**config.mk**
```make
export PLATFORM = sky130hd
export DESIGN_NAME = serial_bus_master_request_reply
export DESIGN_NICKNAME = d
export VERILOG_FILES = /design/src/rtl/core/sbm_pkg.sv /design/src/rtl/core/serial_bus_master_request_reply.sv /design/src/rtl/core/sbm_queue.sv /design/src/rtl/core/sbm_front.sv /design/src/rtl/core/sbm_back.sv
export SDC_FILE = /design/constraint.sdc
export NUM_CORES = 1
export LEC_CHECK = 0
export BUFFER_PORTS_ARGS = -buffer_cell sky130_fd_sc_hd__buf_2
export CELL_PAD_IN_SITES_DETAIL_PLACEMENT = 0
export CELL_PAD_IN_SITES_GLOBAL_PLACEMENT = 1
export CORE_MARGIN = 8
export CORE_UTILIZATION = 40
export DETAILED_ROUTE_END_ITERATION = 16
export PLACE_DENSITY_LB_ADDON = 0.1
export SLEW_MARGIN = 10
export SYNTH_ARGS = -nofsm -noshare
export SYNTH_HDL_FRONTEND = slang
export SYNTH_SLANG_ARGS = --single-unit
```
**constraint.sdc**
```tcl
create_clock -name clk -period 10.4 [get_ports clk]
set_input_delay 0.52 -clock clk [delete_from_list [all_inputs] [get_ports clk]]
set_output_delay 0.52 -clock clk [all_outputs]
set_load 0.01 [all_outputs]
```
**src/rtl/core/sbm_pkg.sv**
```systemverilog
// Shared types, codes and the CRC16-CCITT byte step for the serial bus master.
package sbm_pkg;

  // Item kinds on the input side
  localparam logic [1:0] FN_TICK = 2'd0;
  localparam logic [1:0] FN_BYTE = 2'd1;
  localparam logic [1:0] FN_SEND = 2'd2;

  // Result kinds
  localparam logic [1:0] KIND_STATUS = 2'd0;
  localparam logic [1:0] KIND_TX     = 2'd1;
  localparam logic [1:0] KIND_REPLY  = 2'd2;

  // Bus phase codes as shown on the result ports
  localparam logic [2:0] PH_IDLE    = 3'd0;
  localparam logic [2:0] PH_SENDING = 3'd1;
  localparam logic [2:0] PH_AWAIT   = 3'd2;
  localparam logic [2:0] PH_RECV    = 3'd3;
  localparam logic [2:0] PH_RECOVER = 3'd4;

  // Error codes
  localparam logic [2:0] ERR_NONE       = 3'd0;
  localparam logic [2:0] ERR_UNEXPECTED = 3'd1;
  localparam logic [2:0] ERR_START_TO   = 3'd2;
  localparam logic [2:0] ERR_BYTE_TO    = 3'd3;
  localparam logic [2:0] ERR_BAD_START  = 3'd4;
  localparam logic [2:0] ERR_ID         = 3'd5;
  localparam logic [2:0] ERR_TOO_LONG   = 3'd6;
  localparam logic [2:0] ERR_CRC        = 3'd7;

  // Configuration register indexes and reset values
  localparam int          CFG_INDEX_W    = 8;
  localparam logic [7:0]  REG_RECOVERY   = 8'd0;
  localparam logic [7:0]  REG_START_TO   = 8'd1;
  localparam logic [7:0]  REG_BYTE_TO    = 8'd2;
  localparam logic [7:0]  REG_END_WAIT   = 8'd3;
  localparam logic [15:0] RECOVERY_RST   = 16'd10000;
  localparam logic [15:0] START_TO_RST   = 16'd1000;
  localparam logic [15:0] BYTE_TO_RST    = 16'd1000;
  localparam logic [15:0] END_WAIT_RST   = 16'd500;

  // Framing
  localparam logic [7:0]  START_MARK = 8'h21;  // '!'
  localparam logic [7:0]  ACK_MARK   = 8'h24;  // '$'
  localparam logic [15:0] CRC_INIT   = 16'hFFFF;
  localparam logic [3:0]  REPLY_LEN  = 4'd8;
  localparam logic [3:0]  CRC_BYTES  = 4'd6;
  localparam logic [3:0]  FRAME_LAST = 4'd8;

  // Queue depths
  localparam int JOB_DEPTH = 2;
  localparam int RES_DEPTH = 2;

  typedef enum logic [1:0] {
    JOB_STATUS,
    JOB_SEND,
    JOB_REPLY
  } job_kind_t;

  // One classified item handed from front to back
  typedef struct packed {
    job_kind_t   kind;
    logic        accepted;
    logic [2:0]  err;
    logic [2:0]  phase;
    logic [7:0]  a;     // message id (send) or module (reply)
    logic [7:0]  b;     // command byte
    logic [31:0] w;     // request parameter or reply value
  } job_t;

  // One result item
  typedef struct packed {
    logic [1:0]  kind;
    logic [7:0]  tx_byte;
    logic        last;
    logic        accepted;
    logic [2:0]  error_code;
    logic [2:0]  bus_phase;
    logic [7:0]  reply_module;
    logic [7:0]  reply_command;
    logic [31:0] reply_value;
  } res_t;

  function automatic logic [15:0] crc_step(input logic [15:0] crc, input logic [7:0] data);
    logic [7:0] x;
    x = crc[15:8] ^ data;
    x = x ^ {4'h0, x[7:4]};
    return {crc[7:0], 8'h00} ^ {x[3:0], 12'h000} ^ {3'b000, x, 5'b00000} ^ {8'h00, x};
  endfunction

endpackage

```
**src/rtl/core/serial_bus_master_request_reply.sv**
```systemverilog
// Master side of a half-duplex request/reply serial bus. Input items are a
// one millisecond tick, a received bus byte or a send request; each is taken
// on push while full is low, and a new item may follow in every cycle while
// full stays low. A front end runs the bus phase machine, the timers and
// reply capture and turns every item into one job in a two-entry queue; a
// back end turns each job into result items for a two-entry result queue
// whose head sits on the result ports, one per cycle while that queue has
// room. Ticks, bytes, refused requests and delivered replies give one result
// each; an accepted request gives nine transmit bytes ('!', id, command,
// parameter LSB first, CRC16-CCITT low then high). The back end holds an
// accepted request until its ninth byte has left; the job queue takes one
// more item behind it and then holds full until the ninth byte has left, so
// the input stalls after each accepted request even while results are taken
// as they come; other items then run at one per cycle. The first result of
// an item is registered in the job queue and then in the result queue. The
// reply CRC is accumulated as reply bytes arrive. Configuration writes are
// always ready and take effect on the next cycle; indexes past the last
// register are ignored. There is no clearing pass after reset.
module serial_bus_master_request_reply #(
  parameter int TIMER_WIDTH = 16
) (
  input  logic                            clk,
  input  logic                            rst,
  // request side
  input  logic                            push,
  output logic                            full,
  input  logic [1:0]                      func,
  input  logic [7:0]                      rx_byte,
  input  logic [7:0]                      target_module,
  input  logic [7:0]                      message_id,
  input  logic [7:0]                      command,
  input  logic [31:0]                     parameter_req,
  // result side
  output logic                            empty,
  input  logic                            pop,
  output logic [1:0]                      kind,
  output logic [7:0]                      tx_byte,
  output logic                            last,
  output logic                            accepted,
  output logic [2:0]                      error_code,
  output logic [2:0]                      bus_phase,
  output logic [7:0]                      reply_module,
  output logic [7:0]                      reply_command,
  output logic [31:0]                     reply_value,
  // configuration write channel
  input  logic                            cfg_valid,
  output logic                            cfg_ready,
  input  logic [sbm_pkg::CFG_INDEX_W-1:0] cfg_index,
  input  logic [15:0]                     cfg_data
);
  import sbm_pkg::*;

  logic accept;
  job_t job_in, job_head;
  logic job_empty, job_pop;
  res_t res_in, res_head;
  logic res_push, res_full;

  // Take a request whenever the job queue has room.
  assign accept    = push & ~full;
  assign cfg_ready = 1'b1;

  sbm_front #(
    .TIMER_WIDTH (TIMER_WIDTH)
  ) u_front (
    .clk           (clk),
    .rst           (rst),
    .in_valid      (accept),
    .func          (func),
    .rx_byte       (rx_byte),
    .target_module (target_module),
    .message_id    (message_id),
    .command       (command),
    .parameter_req (parameter_req),
    .cfg_we        (cfg_valid & cfg_ready),
    .cfg_index     (cfg_index),
    .cfg_data      (cfg_data),
    .job           (job_in)
  );

  // Hold classified jobs so the front keeps accepting while the back sends.
  sbm_queue #(
    .WIDTH ($bits(job_t)),
    .DEPTH (JOB_DEPTH)
  ) u_job_q (
    .clk   (clk),
    .rst   (rst),
    .push  (accept),
    .wdata (job_in),
    .full  (full),
    .pop   (job_pop),
    .rdata (job_head),
    .empty (job_empty)
  );

  sbm_back u_back (
    .clk       (clk),
    .rst       (rst),
    .job_valid (~job_empty),
    .job       (job_head),
    .job_pop   (job_pop),
    .res_push  (res_push),
    .res       (res_in),
    .res_full  (res_full)
  );

  // Hold finished results until the consumer drains them.
  sbm_queue #(
    .WIDTH ($bits(res_t)),
    .DEPTH (RES_DEPTH)
  ) u_res_q (
    .clk   (clk),
    .rst   (rst),
    .push  (res_push),
    .wdata (res_in),
    .full  (res_full),
    .pop   (pop),
    .rdata (res_head),
    .empty (empty)
  );

  assign kind          = res_head.kind;
  assign tx_byte       = res_head.tx_byte;
  assign last          = res_head.last;
  assign accepted      = res_head.accepted;
  assign error_code    = res_head.error_code;
  assign bus_phase     = res_head.bus_phase;
  assign reply_module  = res_head.reply_module;
  assign reply_command = res_head.reply_command;
  assign reply_value   = res_head.reply_value;

endmodule

```
**src/rtl/core/sbm_queue.sv**
```systemverilog
// Small first-in first-out queue with push/full and pop/empty.
module sbm_queue #(
  parameter int WIDTH = 8,
  parameter int DEPTH = 2
) (
  input  logic             clk,
  input  logic             rst,
  input  logic             push,
  input  logic [WIDTH-1:0] wdata,
  output logic             full,
  input  logic             pop,
  output logic [WIDTH-1:0] rdata,
  output logic             empty
);
  localparam int PW = (DEPTH > 1) ? $clog2(DEPTH) : 1;
  localparam int CW = $clog2(DEPTH + 1);

  logic [WIDTH-1:0] mem [DEPTH];
  logic [PW-1:0]    wr_ptr;
  logic [PW-1:0]    rd_ptr;
  logic [CW-1:0]    count;
  logic             do_push;
  logic             do_pop;

  function automatic logic [PW-1:0] bump(input logic [PW-1:0] p);
    return (p == PW'(DEPTH - 1)) ? '0 : p + PW'(1);
  endfunction

  assign full    = (count == CW'(DEPTH));
  assign empty   = (count == '0);
  assign do_push = push & ~full;
  assign do_pop  = pop & ~empty;
  assign rdata   = mem[rd_ptr];

  always_ff @(posedge clk) begin
    if (rst) begin
      wr_ptr <= '0;
      rd_ptr <= '0;
      count  <= '0;
    end else begin
      if (do_push) wr_ptr <= bump(wr_ptr);
      if (do_pop)  rd_ptr <= bump(rd_ptr);
      count <= count + CW'(do_push) - CW'(do_pop);
    end
  end

  always_ff @(posedge clk) begin
    if (do_push) mem[wr_ptr] <= wdata;
  end

endmodule

```
**src/rtl/core/sbm_front.sv**
```systemverilog
// Front end: bus phase machine, timers, reply capture and item classification.
module sbm_front #(
  parameter int TIMER_WIDTH = 16
) (
  input  logic                            clk,
  input  logic                            rst,
  input  logic                            in_valid,
  input  logic [1:0]                      func,
  input  logic [7:0]                      rx_byte,
  input  logic [7:0]                      target_module,
  input  logic [7:0]                      message_id,
  input  logic [7:0]                      command,
  input  logic [31:0]                     parameter_req,
  input  logic                            cfg_we,
  input  logic [sbm_pkg::CFG_INDEX_W-1:0] cfg_index,
  input  logic [15:0]                     cfg_data,
  output sbm_pkg::job_t                   job
);
  import sbm_pkg::*;

  localparam int CW = (TIMER_WIDTH > 16) ? TIMER_WIDTH : 16;

  typedef enum logic [2:0] {
    S_IDLE    = PH_IDLE,
    S_SENDING = PH_SENDING,
    S_AWAIT   = PH_AWAIT,
    S_RECV    = PH_RECV,
    S_RECOVER = PH_RECOVER
  } phase_t;

  phase_t                 phase, phase_next;
  logic [2:0]             err, err_next;
  logic [TIMER_WIDTH-1:0] elapsed, elapsed_next, el_inc;
  logic [3:0]             count, count_next;
  logic [15:0]            crc_run, crc_run_next;
  logic [7:0]             sent_id, sent_id_next;
  logic [7:0]             pend_mod, pend_mod_next;
  logic [15:0]            recovery_ms, start_to_ms, byte_to_ms, end_wait_ms;
  logic [7:0]             store [8];
  logic                   store_we;
  logic                   over_recovery, over_start, over_byte, over_end;

  assign el_inc = (elapsed == '1) ? elapsed : elapsed + TIMER_WIDTH'(1);
  assign over_recovery = CW'(el_inc) > CW'(recovery_ms);
  assign over_start    = CW'(el_inc) > CW'(start_to_ms);
  assign over_byte     = CW'(el_inc) > CW'(byte_to_ms);
  assign over_end      = CW'(el_inc) > CW'(end_wait_ms);

  always_comb begin
    phase_next    = phase;
    err_next      = err;
    elapsed_next  = elapsed;
    count_next    = count;
    crc_run_next  = crc_run;
    sent_id_next  = sent_id;
    pend_mod_next = pend_mod;
    store_we      = 1'b0;
    job.kind      = JOB_STATUS;
    job.accepted  = 1'b0;
    job.a         = '0;
    job.b         = '0;
    job.w         = '0;
    if (in_valid) begin
      case (func)
        FN_SEND: begin
          if (phase == S_IDLE) begin
            pend_mod_next = target_module;
            sent_id_next  = message_id;
            phase_next    = S_AWAIT;
            elapsed_next  = '0;
            count_next    = '0;
            job.kind      = JOB_SEND;
            job.accepted  = 1'b1;
            job.a         = message_id;
            job.b         = command;
            job.w         = parameter_req;
          end
        end
        FN_BYTE: begin
          case (phase)
            S_RECOVER: elapsed_next = '0;
            S_AWAIT: begin
              elapsed_next = '0;
              if (rx_byte != ACK_MARK) begin
                err_next   = ERR_BAD_START;
                phase_next = S_RECOVER;
              end else begin
                count_next   = '0;
                crc_run_next = CRC_INIT;
                phase_next   = S_RECV;
              end
            end
            S_RECV: begin
              elapsed_next = '0;
              if (count >= REPLY_LEN) begin
                err_next   = ERR_TOO_LONG;
                phase_next = S_RECOVER;
              end else begin
                store_we   = 1'b1;
                count_next = count + 4'd1;
                if (count < CRC_BYTES) crc_run_next = crc_step(crc_run, rx_byte);
              end
            end
            default: begin
              elapsed_next = '0;
              err_next     = ERR_UNEXPECTED;
              phase_next   = S_RECOVER;
            end
          endcase
        end
        FN_TICK: begin
          elapsed_next = el_inc;
          case (phase)
            S_RECOVER: begin
              if (over_recovery) begin
                phase_next   = S_IDLE;
                elapsed_next = '0;
              end
            end
            S_AWAIT: begin
              if (over_start) begin
                err_next     = ERR_START_TO;
                phase_next   = S_RECOVER;
                elapsed_next = '0;
              end
            end
            S_RECV: begin
              if (count == REPLY_LEN) begin
                if (over_end) begin
                  elapsed_next = '0;
                  if (store[6] != crc_run[7:0] || store[7] != crc_run[15:8]) begin
                    err_next   = ERR_CRC;
                    phase_next = S_RECOVER;
                  end else if (store[0] != sent_id) begin
                    err_next   = ERR_ID;
                    phase_next = S_RECOVER;
                  end else begin
                    phase_next = S_IDLE;
                    job.kind   = JOB_REPLY;
                    job.a      = pend_mod;
                    job.b      = store[1];
                    job.w      = {store[5], store[4], store[3], store[2]};
                  end
                end
              end else if (over_byte) begin
                err_next     = ERR_BYTE_TO;
                phase_next   = S_RECOVER;
                elapsed_next = '0;
              end
            end
            default: ;
          endcase
        end
        default: ;
      endcase
    end
    job.err   = err_next;
    job.phase = phase_next;
  end

  always_ff @(posedge clk) begin
    if (rst) begin
      phase       <= S_IDLE;
      err         <= ERR_NONE;
      elapsed     <= '0;
      count       <= '0;
      crc_run     <= CRC_INIT;
      sent_id     <= '0;
      pend_mod    <= '0;
      recovery_ms <= RECOVERY_RST;
      start_to_ms <= START_TO_RST;
      byte_to_ms  <= BYTE_TO_RST;
      end_wait_ms <= END_WAIT_RST;
    end else begin
      phase    <= phase_next;
      err      <= err_next;
      elapsed  <= elapsed_next;
      count    <= count_next;
      crc_run  <= crc_run_next;
      sent_id  <= sent_id_next;
      pend_mod <= pend_mod_next;
      if (cfg_we) begin
        case (cfg_index)
          REG_RECOVERY: recovery_ms <= cfg_data;
          REG_START_TO: start_to_ms <= cfg_data;
          REG_BYTE_TO:  byte_to_ms  <= cfg_data;
          REG_END_WAIT: end_wait_ms <= cfg_data;
          default: ;
        endcase
      end
    end
  end

  always_ff @(posedge clk) begin
    if (store_we) store[count[2:0]] <= rx_byte;
  end

endmodule

```
**src/rtl/core/sbm_back.sv**
```systemverilog
// Back end: expand each job into result items, framing and CRC for requests.
module sbm_back (
  input  logic          clk,
  input  logic          rst,
  input  logic          job_valid,
  input  sbm_pkg::job_t job,
  output logic          job_pop,
  output logic          res_push,
  output sbm_pkg::res_t res,
  input  logic          res_full
);
  import sbm_pkg::*;

  logic [3:0]  idx;
  logic [15:0] crc;
  logic [7:0]  frame_byte;
  logic        emit;
  logic        is_send;

  assign is_send  = (job.kind == JOB_SEND);
  assign emit     = job_valid & ~res_full;
  assign res_push = emit;
  assign job_pop  = emit & (~is_send | (idx == FRAME_LAST));

  always_comb begin
    case (idx)
      4'd0:    frame_byte = START_MARK;
      4'd1:    frame_byte = job.a;
      4'd2:    frame_byte = job.b;
      4'd3:    frame_byte = job.w[7:0];
      4'd4:    frame_byte = job.w[15:8];
      4'd5:    frame_byte = job.w[23:16];
      4'd6:    frame_byte = job.w[31:24];
      4'd7:    frame_byte = crc[7:0];
      4'd8:    frame_byte = crc[15:8];
      default: frame_byte = '0;
    endcase
  end

  always_comb begin
    res.error_code    = job.err;
    res.accepted      = job.accepted;
    res.tx_byte       = '0;
    res.reply_module  = '0;
    res.reply_command = '0;
    res.reply_value   = '0;
    res.last          = 1'b1;
    res.bus_phase     = job.phase;
    case (job.kind)
      JOB_SEND: begin
        res.kind      = KIND_TX;
        res.tx_byte   = frame_byte;
        res.last      = (idx == FRAME_LAST);
        res.bus_phase = (idx == FRAME_LAST) ? PH_AWAIT : PH_SENDING;
      end
      JOB_REPLY: begin
        res.kind          = KIND_REPLY;
        res.reply_module  = job.a;
        res.reply_command = job.b;
        res.reply_value   = job.w;
      end
      default: res.kind = KIND_STATUS;
    endcase
  end

  always_ff @(posedge clk) begin
    if (rst) begin
      idx <= '0;
      crc <= CRC_INIT;
    end else if (emit && is_send) begin
      if (idx == FRAME_LAST) begin
        idx <= '0;
      end else begin
        idx <= idx + 4'd1;
      end
      if (idx == 4'd0) begin
        crc <= CRC_INIT;
      end else if (idx <= CRC_BYTES) begin
        crc <= crc_step(crc, frame_byte);
      end
    end
  end

endmodule

```
* Word level (Yosys, flattened, before mapping)
Memories as Yosys holds them, arrays and structs flattened. A register that Yosys moved wholly into a read port is not among the register bits.
Cells that the tools add are included.
W data, S select, Z words.
** Storage, ports and cells
- Output and inout bits :: 69
- Bits of input ports :: 95
- Register bits after elaboration :: 150
- Memory bits (writable) :: 310
- Memories kept :: 3
** Memory list
- u_res_q.mem :: depth 2, bits a word 66, rd ports 1, clocked after memory_dff 1, write ports 1, RTL line sbm_queue.sv:18 : logic [WIDTH-1:0] mem [DEPTH];
- u_job_q.mem :: depth 2, bits a word 57, rd ports 1, clocked after memory_dff 1, write ports 1, RTL line sbm_queue.sv:18
- u_front.store :: depth 8, bits a word 8, rd ports 8, clocked after memory_dff 0, write ports 1, RTL line sbm_front.sv:39 : logic [7:0] store [8];
** Cells by class
- $lt $le $gt $ge :: 7
- Add/sub/neg operators :: 11
- Equality and inequality tests :: 33
- Mux-type cells :: 88
- Reductions and logical operators :: 21
- Bitwise operators :: 23
** Operator list (count)
- $mux W48 :: 8
- $mux W16 :: 12
- $pmux W16 S3 :: 2
- $pmux W48 S2 :: 1
- $pmux W8 S9 :: 1
- $mux W3 :: 22
- $gt A16 B16 Y1 :: 4
- $pmux W3 S3 :: 4
- $pmux W16 S2 :: 1
- $xor A16 B13 Y16 :: 2
- $xor A16 B16 Y16 :: 2
- $xor A16 B8 Y16 :: 2
- $ne A8 B8 Y1 :: 3
- $mux W1 :: 19
- $add A16 B1 Y16 const B :: 1
- $eq A16 B16 Y1 const B :: 1
- $eq A4 B3 Y1 const B :: 4
- $eq A8 B2 Y1 const B :: 2
- $mux W4 :: 4
- $pmux W4 S2 :: 2
- $xor A8 B4 Y8 :: 2
- $xor A8 B8 Y8 :: 2
- $mux W2 :: 7
- $pmux W3 S2 :: 2
- 36 further kinds :: 73

* Depth between registers and ports, before layout
Gate-level depths: netlist of the first run.
- Word-level depth :: 9
- Mapped depth :: 19
- Mapped depth without buffers :: 16

* Hierarchy
From an unflattened synthesis of the first run, not the netlist that was laid out.
** Second synthesis, totals
- Cells, all modules :: 1835
- Area total of the unflattened synthesis :: 21585.7 µm²
** By module, submodules not included
- sbm_front :: cells each 1126, instances 1, area each 10163.5 µm²
- sbm_queue at u_res_q :: cells each 232, instances 1, area each 5004.8 µm²
- sbm_queue at u_job_q :: cells each 204, instances 1, area each 4350.4 µm²
- sbm_back :: cells each 269, instances 1, area each 2038.2 µm²
- serial_bus_master_request_reply :: cells each 4, instances 1, area each 28.8 µm²

* Worst setup path before layout of the first run
OpenSTA, ideal clock, no wires.
- Kind :: register -> register
- Start :: register u_front.elapsed[1]
- End :: memory u_job_q.mem[0][52] in the netlist's numbering (data pin)
- Setup slack :: 6178 ps
- Stages on the path, launching flop included :: 18
- Arrival time :: 3950 ps
- Clock period less this slack :: 4222 ps
- Buffers on the path :: 1
- Path through :: dfxtp_1 ha_1 nand3_1 nor4_4 nand4b_1 or3_1 clkbuf_1 nor2_1 xor2_1 ha_1 nand4_1 or4_1 a2111oi_4 o21bai_4 o21bai_4 and2_2 a21oi_1 o31ai_1
** RTL lines
- from (decl) :: RTL line sbm_front.sv:33 : logic [TIMER_WIDTH-1:0] elapsed, elapsed_next, el_inc;
- from (signal assigned) :: RTL line sbm_front.sv:177 : elapsed <= elapsed_next;
- to (decl) :: RTL line sbm_queue.sv:18

* Worst setup path in the final report of the first run
- Start :: register u_front.elapsed[0]
- End :: register u_front.elapsed[15]
** Between the ends
- Longest elaborated chain between the ends :: 7
** RTL lines
- $add A16 B1 Y16 or $eq A16 B16 Y1 (tied branches) :: RTL line sbm_front.sv:43 : assign el_inc = (elapsed == '1) ? elapsed : elapsed + TIMER_WIDTH'(1);
- $mux W16 * :: RTL line sbm_front.sv:43
- $gt A16 B16 Y1, on equally long branches :: RTL line sbm_front.sv:46, sbm_front.sv:47
- $mux W16, on equally long branches :: RTL line sbm_front.sv:145, sbm_front.sv:129
- $mux W16 :: RTL line sbm_front.sv:128 : if (count == REPLY_LEN) begin
- $pmux W16 S3 * :: RTL line sbm_front.sv:113 : case (phase)
- $pmux W16 S3 * :: RTL line sbm_front.sv:64 : case (func)
Mark *: on every way between the ends. The rest lies on a longest branch, timed or not.
A chain may end at the register's enable or synchronous reset.

==> results.yml, run 1 <==
status:
  status: "finished, final reports clean"
synthesis:
  synthFlopType: "edfxtp_1"
  syn_nets: 2033
  syn_inst: 1864
  yosysSeqAreaShare_pct: 57.9
  synth_edf_count: 310
  synthArstFlopShare_pct: 0
  yosysUniqueCellTypes: 88
  ys_warn_count: 0
  ys_ff_latch: 462
  synth.avg_cell_area_um2: 11.4
  mappedNetlistArea_um2: 21300
sta:
  rsz0062_at_grt: "false"
  hold_viol_final: 0
  max_slew_margin_pct: 23.7
  setup_violations: 0
  skew_ns: 0.0283
  holdWs_ns: 0.160
  drv_slew: 0
  worst_slew_pin_slew_ns: 1.14
  fin_tns_setup_ns: 0
  period_share_pct: 51.8
  finalCriticalPeriod_ns: 5.39
  fmax_ghz: 0.186
routing:
  firstDrtPassIters: 5
  avgViaCountPerCell: 5.33
  ant_nets: 0
  routedWlPerCell_um: 21.6
  num_vias: 14534
  drc: 0
  routed_wl_um: 58800
  drt_first_iter_violations: 1012
final_layout:
  n_antenna_cell: 0
  drive_gt1_share_pct: 18.4
  stdcell_area_um2: 24500
  nets: 2165
  areaGrowthSynthToFinish_pct: 15.0
clock_network:
  insertion_delay_ns: 0.60
  cts.repair.resized: 0
  numCtsBuffers: 51
  post_cts_buffers: 0
  cts_buffer_depth: 3
  holdBufCountCts: 0
  cts_root_buf: "clkbuf_16"
  cts_tree: "built"
  clkSinkCount: 462
  clk_pin_slew_ns: 0.06
  htreeDepth: 2
placed_design:
  hpwl_um: 41200
  io_buffers: 162
  placed_area_um2: 22800
  gp_congestion: 0.848
floorplan:
  core_um2: 52700
  die_h_um: 247
  io_pins: 164
  start_util_pct: 40.5
  rows: 84
  die_w_um: 247
  die_area_um2: 60900
global_route:
  grt_pass1_wl_um: 88300
  grt_max_degree: 80
  track_usage_pct: 18.8
  grt_antenna_before_repair: 0
  grt_pass1_vias: 14224
  grt-ovfl-total: 0
setup_path:
  crit_required_ns: 10.91
  crit_buf_inv: 0
  critPathMaxStageDelay_ns: 0.64
  cp_max_fo: 16
  path_cells: "ha_1 > nand3_1 > nor4_4 > nand4b_1 > or3_1 > nor2_1 > xor2_1 > ha_1 > nand4_1 > or4_1 > a2111oi_4 > o21bai_4 > o21bai_4 > a21oi_4 > o2111ai_1 > a21oi_1"
  r2r_start: "u_front.elapsed[0]$_SDFFE_PP0P_"
  crit_path_start_kind: "flip-flop"
  cp-end-kind: "flip-flop"
  worstSetupPathType: "flip-flop to flip-flop"
  crit_start: "u_front.elapsed[0]$_SDFFE_PP0P_"
  worst_ep_arrival_time_ns: 5.90
  cp_top_family: "simple AND/OR/NAND/NOR gates"
  cpMaxStageDelayCell: "or4_1"
pwr:
  pwr-share-comb_pct: 20.7
  switching_share_pct: 28.7
  p_clk_share_pct: 35.1
  ir_drop_mv: 0.139
  power_density_nw_per_um2: 217
  leakage_nw: 8.92
  p_seq_share_pct: 44.2
  p_switching_mw: 1.53
  p_int_mw: 3.78
min_path:
  min_from: "target_module[4]"
  worstHoldPathType: "input port to flip-flop"
flow_run:
  max_cap_viol_count: 0
==> worst reg2reg max path, stage by stage (launching register included) <==
cell       delay [ns]
dfxtp_1          0.54
ha_1             0.28
nand3_1          0.22
nor4_4           0.43
nand4b_1         0.34
or3_1            0.26
nor2_1           0.07
xor2_1           0.51
ha_1             0.26
nand4_1          0.25
or4_1            0.64
a2111oi_4        0.33
o21bai_4         0.21
o21bai_4         0.10
a21oi_4          0.49
o2111ai_1        0.20
a21oi_1          0.18
==> cell families (layout without fill, tap and decap cells) <==
family / after synthesis / count (layout) / synth area share [%]
and+or+nand+nor: 573 / 573 / 12.7
AOI/OAI and AO/OA: 341 / 341 / 10.9
buffers and inverters: 194 / 368 / 3.69
DFF: 462 / 462 / 57.9
xor gates and xnor gates: 94 / 94 / 4.06
other: 1 / 1 / 0.0176
adders and majority gates: 74 / 74 / 4.34
muxes: 125 / 125 / 6.29
==> sequential cells by signal (all words and copies together), names as in the netlist, 8 cells and up, named ones only <==
| name | flops |
|---|---|
| u_front.pend_mod | 8 |
| u_res_q.mem | 132 |
| u_back.crc | 16 |
| u_front.elapsed | 16 |
| u_front.byte_to_ms | 16 |
| u_front.start_to_ms | 16 |
| u_front.recovery_ms | 16 |
| u_front.end_wait_ms | 16 |
| u_front.store | 64 |
| u_front.sent_id | 8 |
| u_front.crc_run | 16 |
| u_job_q.mem | 114 |
==> stage by stage <==
step,power [mW],setup slack (ns),instances,util [%]
after floorplan,3.06,6.18,1864,-
after global placement,3.50,5.22,2631,43.2
after detailed placement,3.51,5.05,2631,43.2
after CTS,5.39,5.03,2726,46.6
after global routing,5.55,4.67,2726,46.6
final,5.31,5.01,2726,46.6
==> power groups by stage <==
stage	clock network, mW	logic, mW	registers, mW
after floorplan	0	0.682	2.38
after global placement	0	1.13	2.38
after detailed placement	0	1.12	2.39
after CTS	1.91	1.13	2.35
after global routing	1.98	1.19	2.37
final	1.86	1.10	2.35
==> synthesized netlist by cell type, drive strengths merged (22+ instances only) <==
library cell    n  area (µm²)
buf            27         159
xor2           44         385
mux2           71         800
mux2i          54         541
o21ai          35         179
a21oi         121         621
edfxtp        310        9310
nand2b         22         138
nand2         190         716
nor2          187         702
clkbuf         75         282
xnor2          47         412
ha             74         926
o22ai          23         144
inv            91         342
nor3           29         155
dfxtp         152        3040
a22oi          48         360
nand3          28         140
==> layer usage <==
layer / vias to the layer above / wire length [µm] / GRT usage (%) / share of wire [%]
met3: 75 / 2930 / 3.10 / 5.0
met1: 7066 / 27800 / 26.9 / 47
met2: 371 / 26800 / 29.3 / 46
met4: 0 / 1170 / 4.75 / 2.0
met5: - / 0 / 0 / 0
li1: 7022 / - / - / -
==> worst paths after layout <==
check | slack (ns) | cells after the start | endpoint
worst max-delay path | 5.01 | 16 | u_front.elapsed[15]$_SDFFE_PP0P_
worst min-delay path | 0.16 | 3 | u_front.pend_mod[4]$_SDFFE_PP0P_
worst max register to register | 5.01 | 16 | u_front.elapsed[15]$_SDFFE_PP0P_
worst min register to register | 0.45 | 2 | u_front.start_to_ms[15]$_SDFFE_PP0P_
==> cell usage in the layout, fill, tap and decap left out, types with 52 or more instances in the layout <==
master     count
dfxtp_1      150
mux2i_1       54
nand2_1      189
ha_1          74
clkbuf_16     52
mux2_2        71
buf_2        161
nor2_1       184
a21oi_1      119
edfxtp_1     310
inv_1         91
==> area by class of cell <==
cell class	count	area, µm²
multi-input combinational	1208	8250
clock buffer	66	1400
clock inverter	29	345
sequential	462	12400
inverter	92	345
tap	688	861
fill	4879	28100
timing repair buffer	181	956
No activity file was read; power rests on OpenSTA's default activity.
==> inputs of run 2 (changes only) <==
clock period = 4.7 ns   (was 10.4 ns; I/O delays follow)
==> results.yml, run 2 (synthesis gave the netlist of run 1 again) <==
status:
  status: "finished, final reports clean"
routing:
  drt_first_iter_violations: 972
  num_vias: 14802
  firstDrtPassIters: 5
  drc: 0
  avgViaCountPerCell: 5.28
  ant_nets: 0
  routed_wl_um: 59200
  routedWlPerCell_um: 21.1
sta:
  fmax_ghz: 0.225
  hold_viol_final: 0
  skew_ns: 0.0263
  max_slew_margin_pct: 29.7
  rsz0062_at_grt: "false"
  finalCriticalPeriod_ns: 4.45
  drv_slew: 0
  setup_violations: 0
  period_share_pct: 94.6
  fin_tns_setup_ns: 0
  worst_slew_pin_slew_ns: 1.05
placed_design:
  gp_congestion: 0.880
  hpwl_um: 42300
  io_buffers: 162
setup_path:
  crit_buf_inv: 2
  crit_path_start_kind: "flip-flop"
  cp-end-kind: "flip-flop"
  rrSetupSlack_ns: 0.25
  reg2reg_depth: 17
  r2r_start: "u_front.elapsed[8]$_SDFFE_PP0P_"
  cpMaxStageDelayCell: "or4_1"
  worstSetupPathType: "flip-flop to flip-flop"
  cp_max_fo: 8
  worst_ep_arrival_time_ns: 4.78
  crit_required_ns: 5.03
  r2r-end: "u_job_q.mem[1][52]$_DFFE_PP_"
  path_cells: "nand4_2 > nor4_4 > nand4b_1 > buf_4 > nor2_1 > and3_1 > xnor2_1 > buf_4 > ha_1 > nand4_1 > or4_1 > a2111oi_4 > o21bai_4 > o21bai_4 > and2_2 > a21oi_1 > o31ai_1"
  cp_top_family: "simple AND/OR/NAND/NOR gates"
  critPathMaxStageDelay_ns: 0.63
pwr:
  power_density_nw_per_um2: 461
  leakage_nw: 9.23
  ir_drop_mv: 0.319
final_layout:
  final_common_cell: "edfxtp_1"
  areaGrowthSynthToFinish_pct: 18.1
  nets: 2241
  layout_common_cells: "edfxtp_1, nand2_1, nor2_1, buf_2, dfxtp_1"
  fill_cells: 4838
  drive_gt1_share_pct: 19.7
  n_antenna_cell: 0
  largest-register: "u_res_q.mem"
  final_core_util_pct: 47.8
  largest_register_ffs: 132
clock_network:
  numCtsBuffers: 52
  insertion_delay_ns: 0.62
  cts_root_buf: "clkbuf_16"
  clk_pin_slew_ns: 0.06
  clkSinkCount: 462
  htreeDepth: 2
  cts_buffer_depth: 3
  cts_tree: "built"
global_route:
  grt_pass1_vias: 14517
  track_usage_pct: 19.0
  grt_pass1_wl_um: 89300
  grt_antenna_before_repair: 4
  grt-ovfl-total: 0
  grt_max_degree: 67
floorplan:
  start_util_pct: 40.5
  io_pins: 164
  die_area_um2: 60900
  core_um2: 52700
  rows: 84
  die_h_um: 247
  die_w_um: 247
min_path:
  min_path_cells: 3
  worstHoldPathType: "input port to flip-flop"
  min_from: "parameter_req[12]"
  min_to: "u_job_q.mem[1][12]$_DFFE_PP_"
flow_run:
  max_cap_viol_count: 0
[run 2: changes by cell type in the layout (fill, tap and decap cells not counted), moves of 4 or more]
cell and delta:
clkbuf_8 +5, buf_4 +30, dlygate4sd3_1 +43, clkinvlp_4 +7
clkinv_1 -4, bufinv_16 -6
[run 2: layer usage]
metal / share of wire (%) / up-vias / routed length, µm / GRT usage [%]
met5: 0.041 / - / 24 / 0
met4: 2.6 / 4 / 1560 / 5.35
met3: 4.6 / 98 / 2750 / 3.17
met2: 46 / 338 / 27300 / 29.8
met1: 47 / 7203 / 27600 / 26.9
li1: - / 7159 / - / -
[run 2: how the worst max path moves through the flow]
stage	from	end	slack (ns)	cells after the start
floorplan	u_front.elapsed[1]$_SDFFE_PP0P_	u_job_q.mem[0][52]$_DFFE_PP_	0.48	17
global placement	u_front.elapsed[1]$_SDFFE_PP0P_	u_job_q.mem[0][52]$_DFFE_PP_	0.31	15
detailed placement	u_front.elapsed[1]$_SDFFE_PP0P_	u_job_q.mem[0][52]$_DFFE_PP_	0.13	15
CTS	u_front.elapsed[1]$_SDFFE_PP0P_	u_front.elapsed[10]$_SDFFE_PP0P_	0.12	16
global route	u_front.elapsed[1]$_SDFFE_PP0P_	u_job_q.mem[1][49]$_DFFE_PP_	0.01	16
finish	u_front.elapsed[8]$_SDFFE_PP0P_	u_job_q.mem[1][52]$_DFFE_PP_	0.25	17
[run 2: metrics by stage]
step	cell area [µm²]	setup WS, ns	std cells	power, mW	hold WS [ns]
after global placement	23000	0.309	2661	7.74	0.440
after floorplan	21300	0.478	1864	6.77	0.334
after CTS	25100	0.120	2802	11.8	0.00386
after detailed placement	23000	0.131	2661	7.76	0.447
final	25200	0.252	2804	11.6	0.0361
after global routing	25200	0.0114	2804	12.2	0.0187
[run 2: report_power, final]
part / internal, mW / switching [mW]
Combinational: 0.900 / 1.48
Sequential: 5.05 / 0.211
Clock: 2.26 / 1.72
Total: 8.21 / 3.41
[run 2: layout make-up]
class	instances	area, µm²	share of cell area, %
well taps	688	861	3.42
clock inverters	27	219	0.870
multi-input cells	1208	8250	32.8
repair buffers	256	1640	6.53
clock buffers	71	1490	5.94
flip-flops and latches	462	12400	49.1
inverters	92	345	1.37
[run 2: repair_timing]
item	in CTS	in global routing
gates resized for setup	0	6
hold endpoints to repair	121	0
hold buffers	43	0
endpoints found under the setup margin	0	100
setup buffers	0	2
[run 2: tightest hold or removal path, stage by stage]
cell     delay (ns)
buf_2          0.09
a22oi_1        0.07
nor2_1         0.11
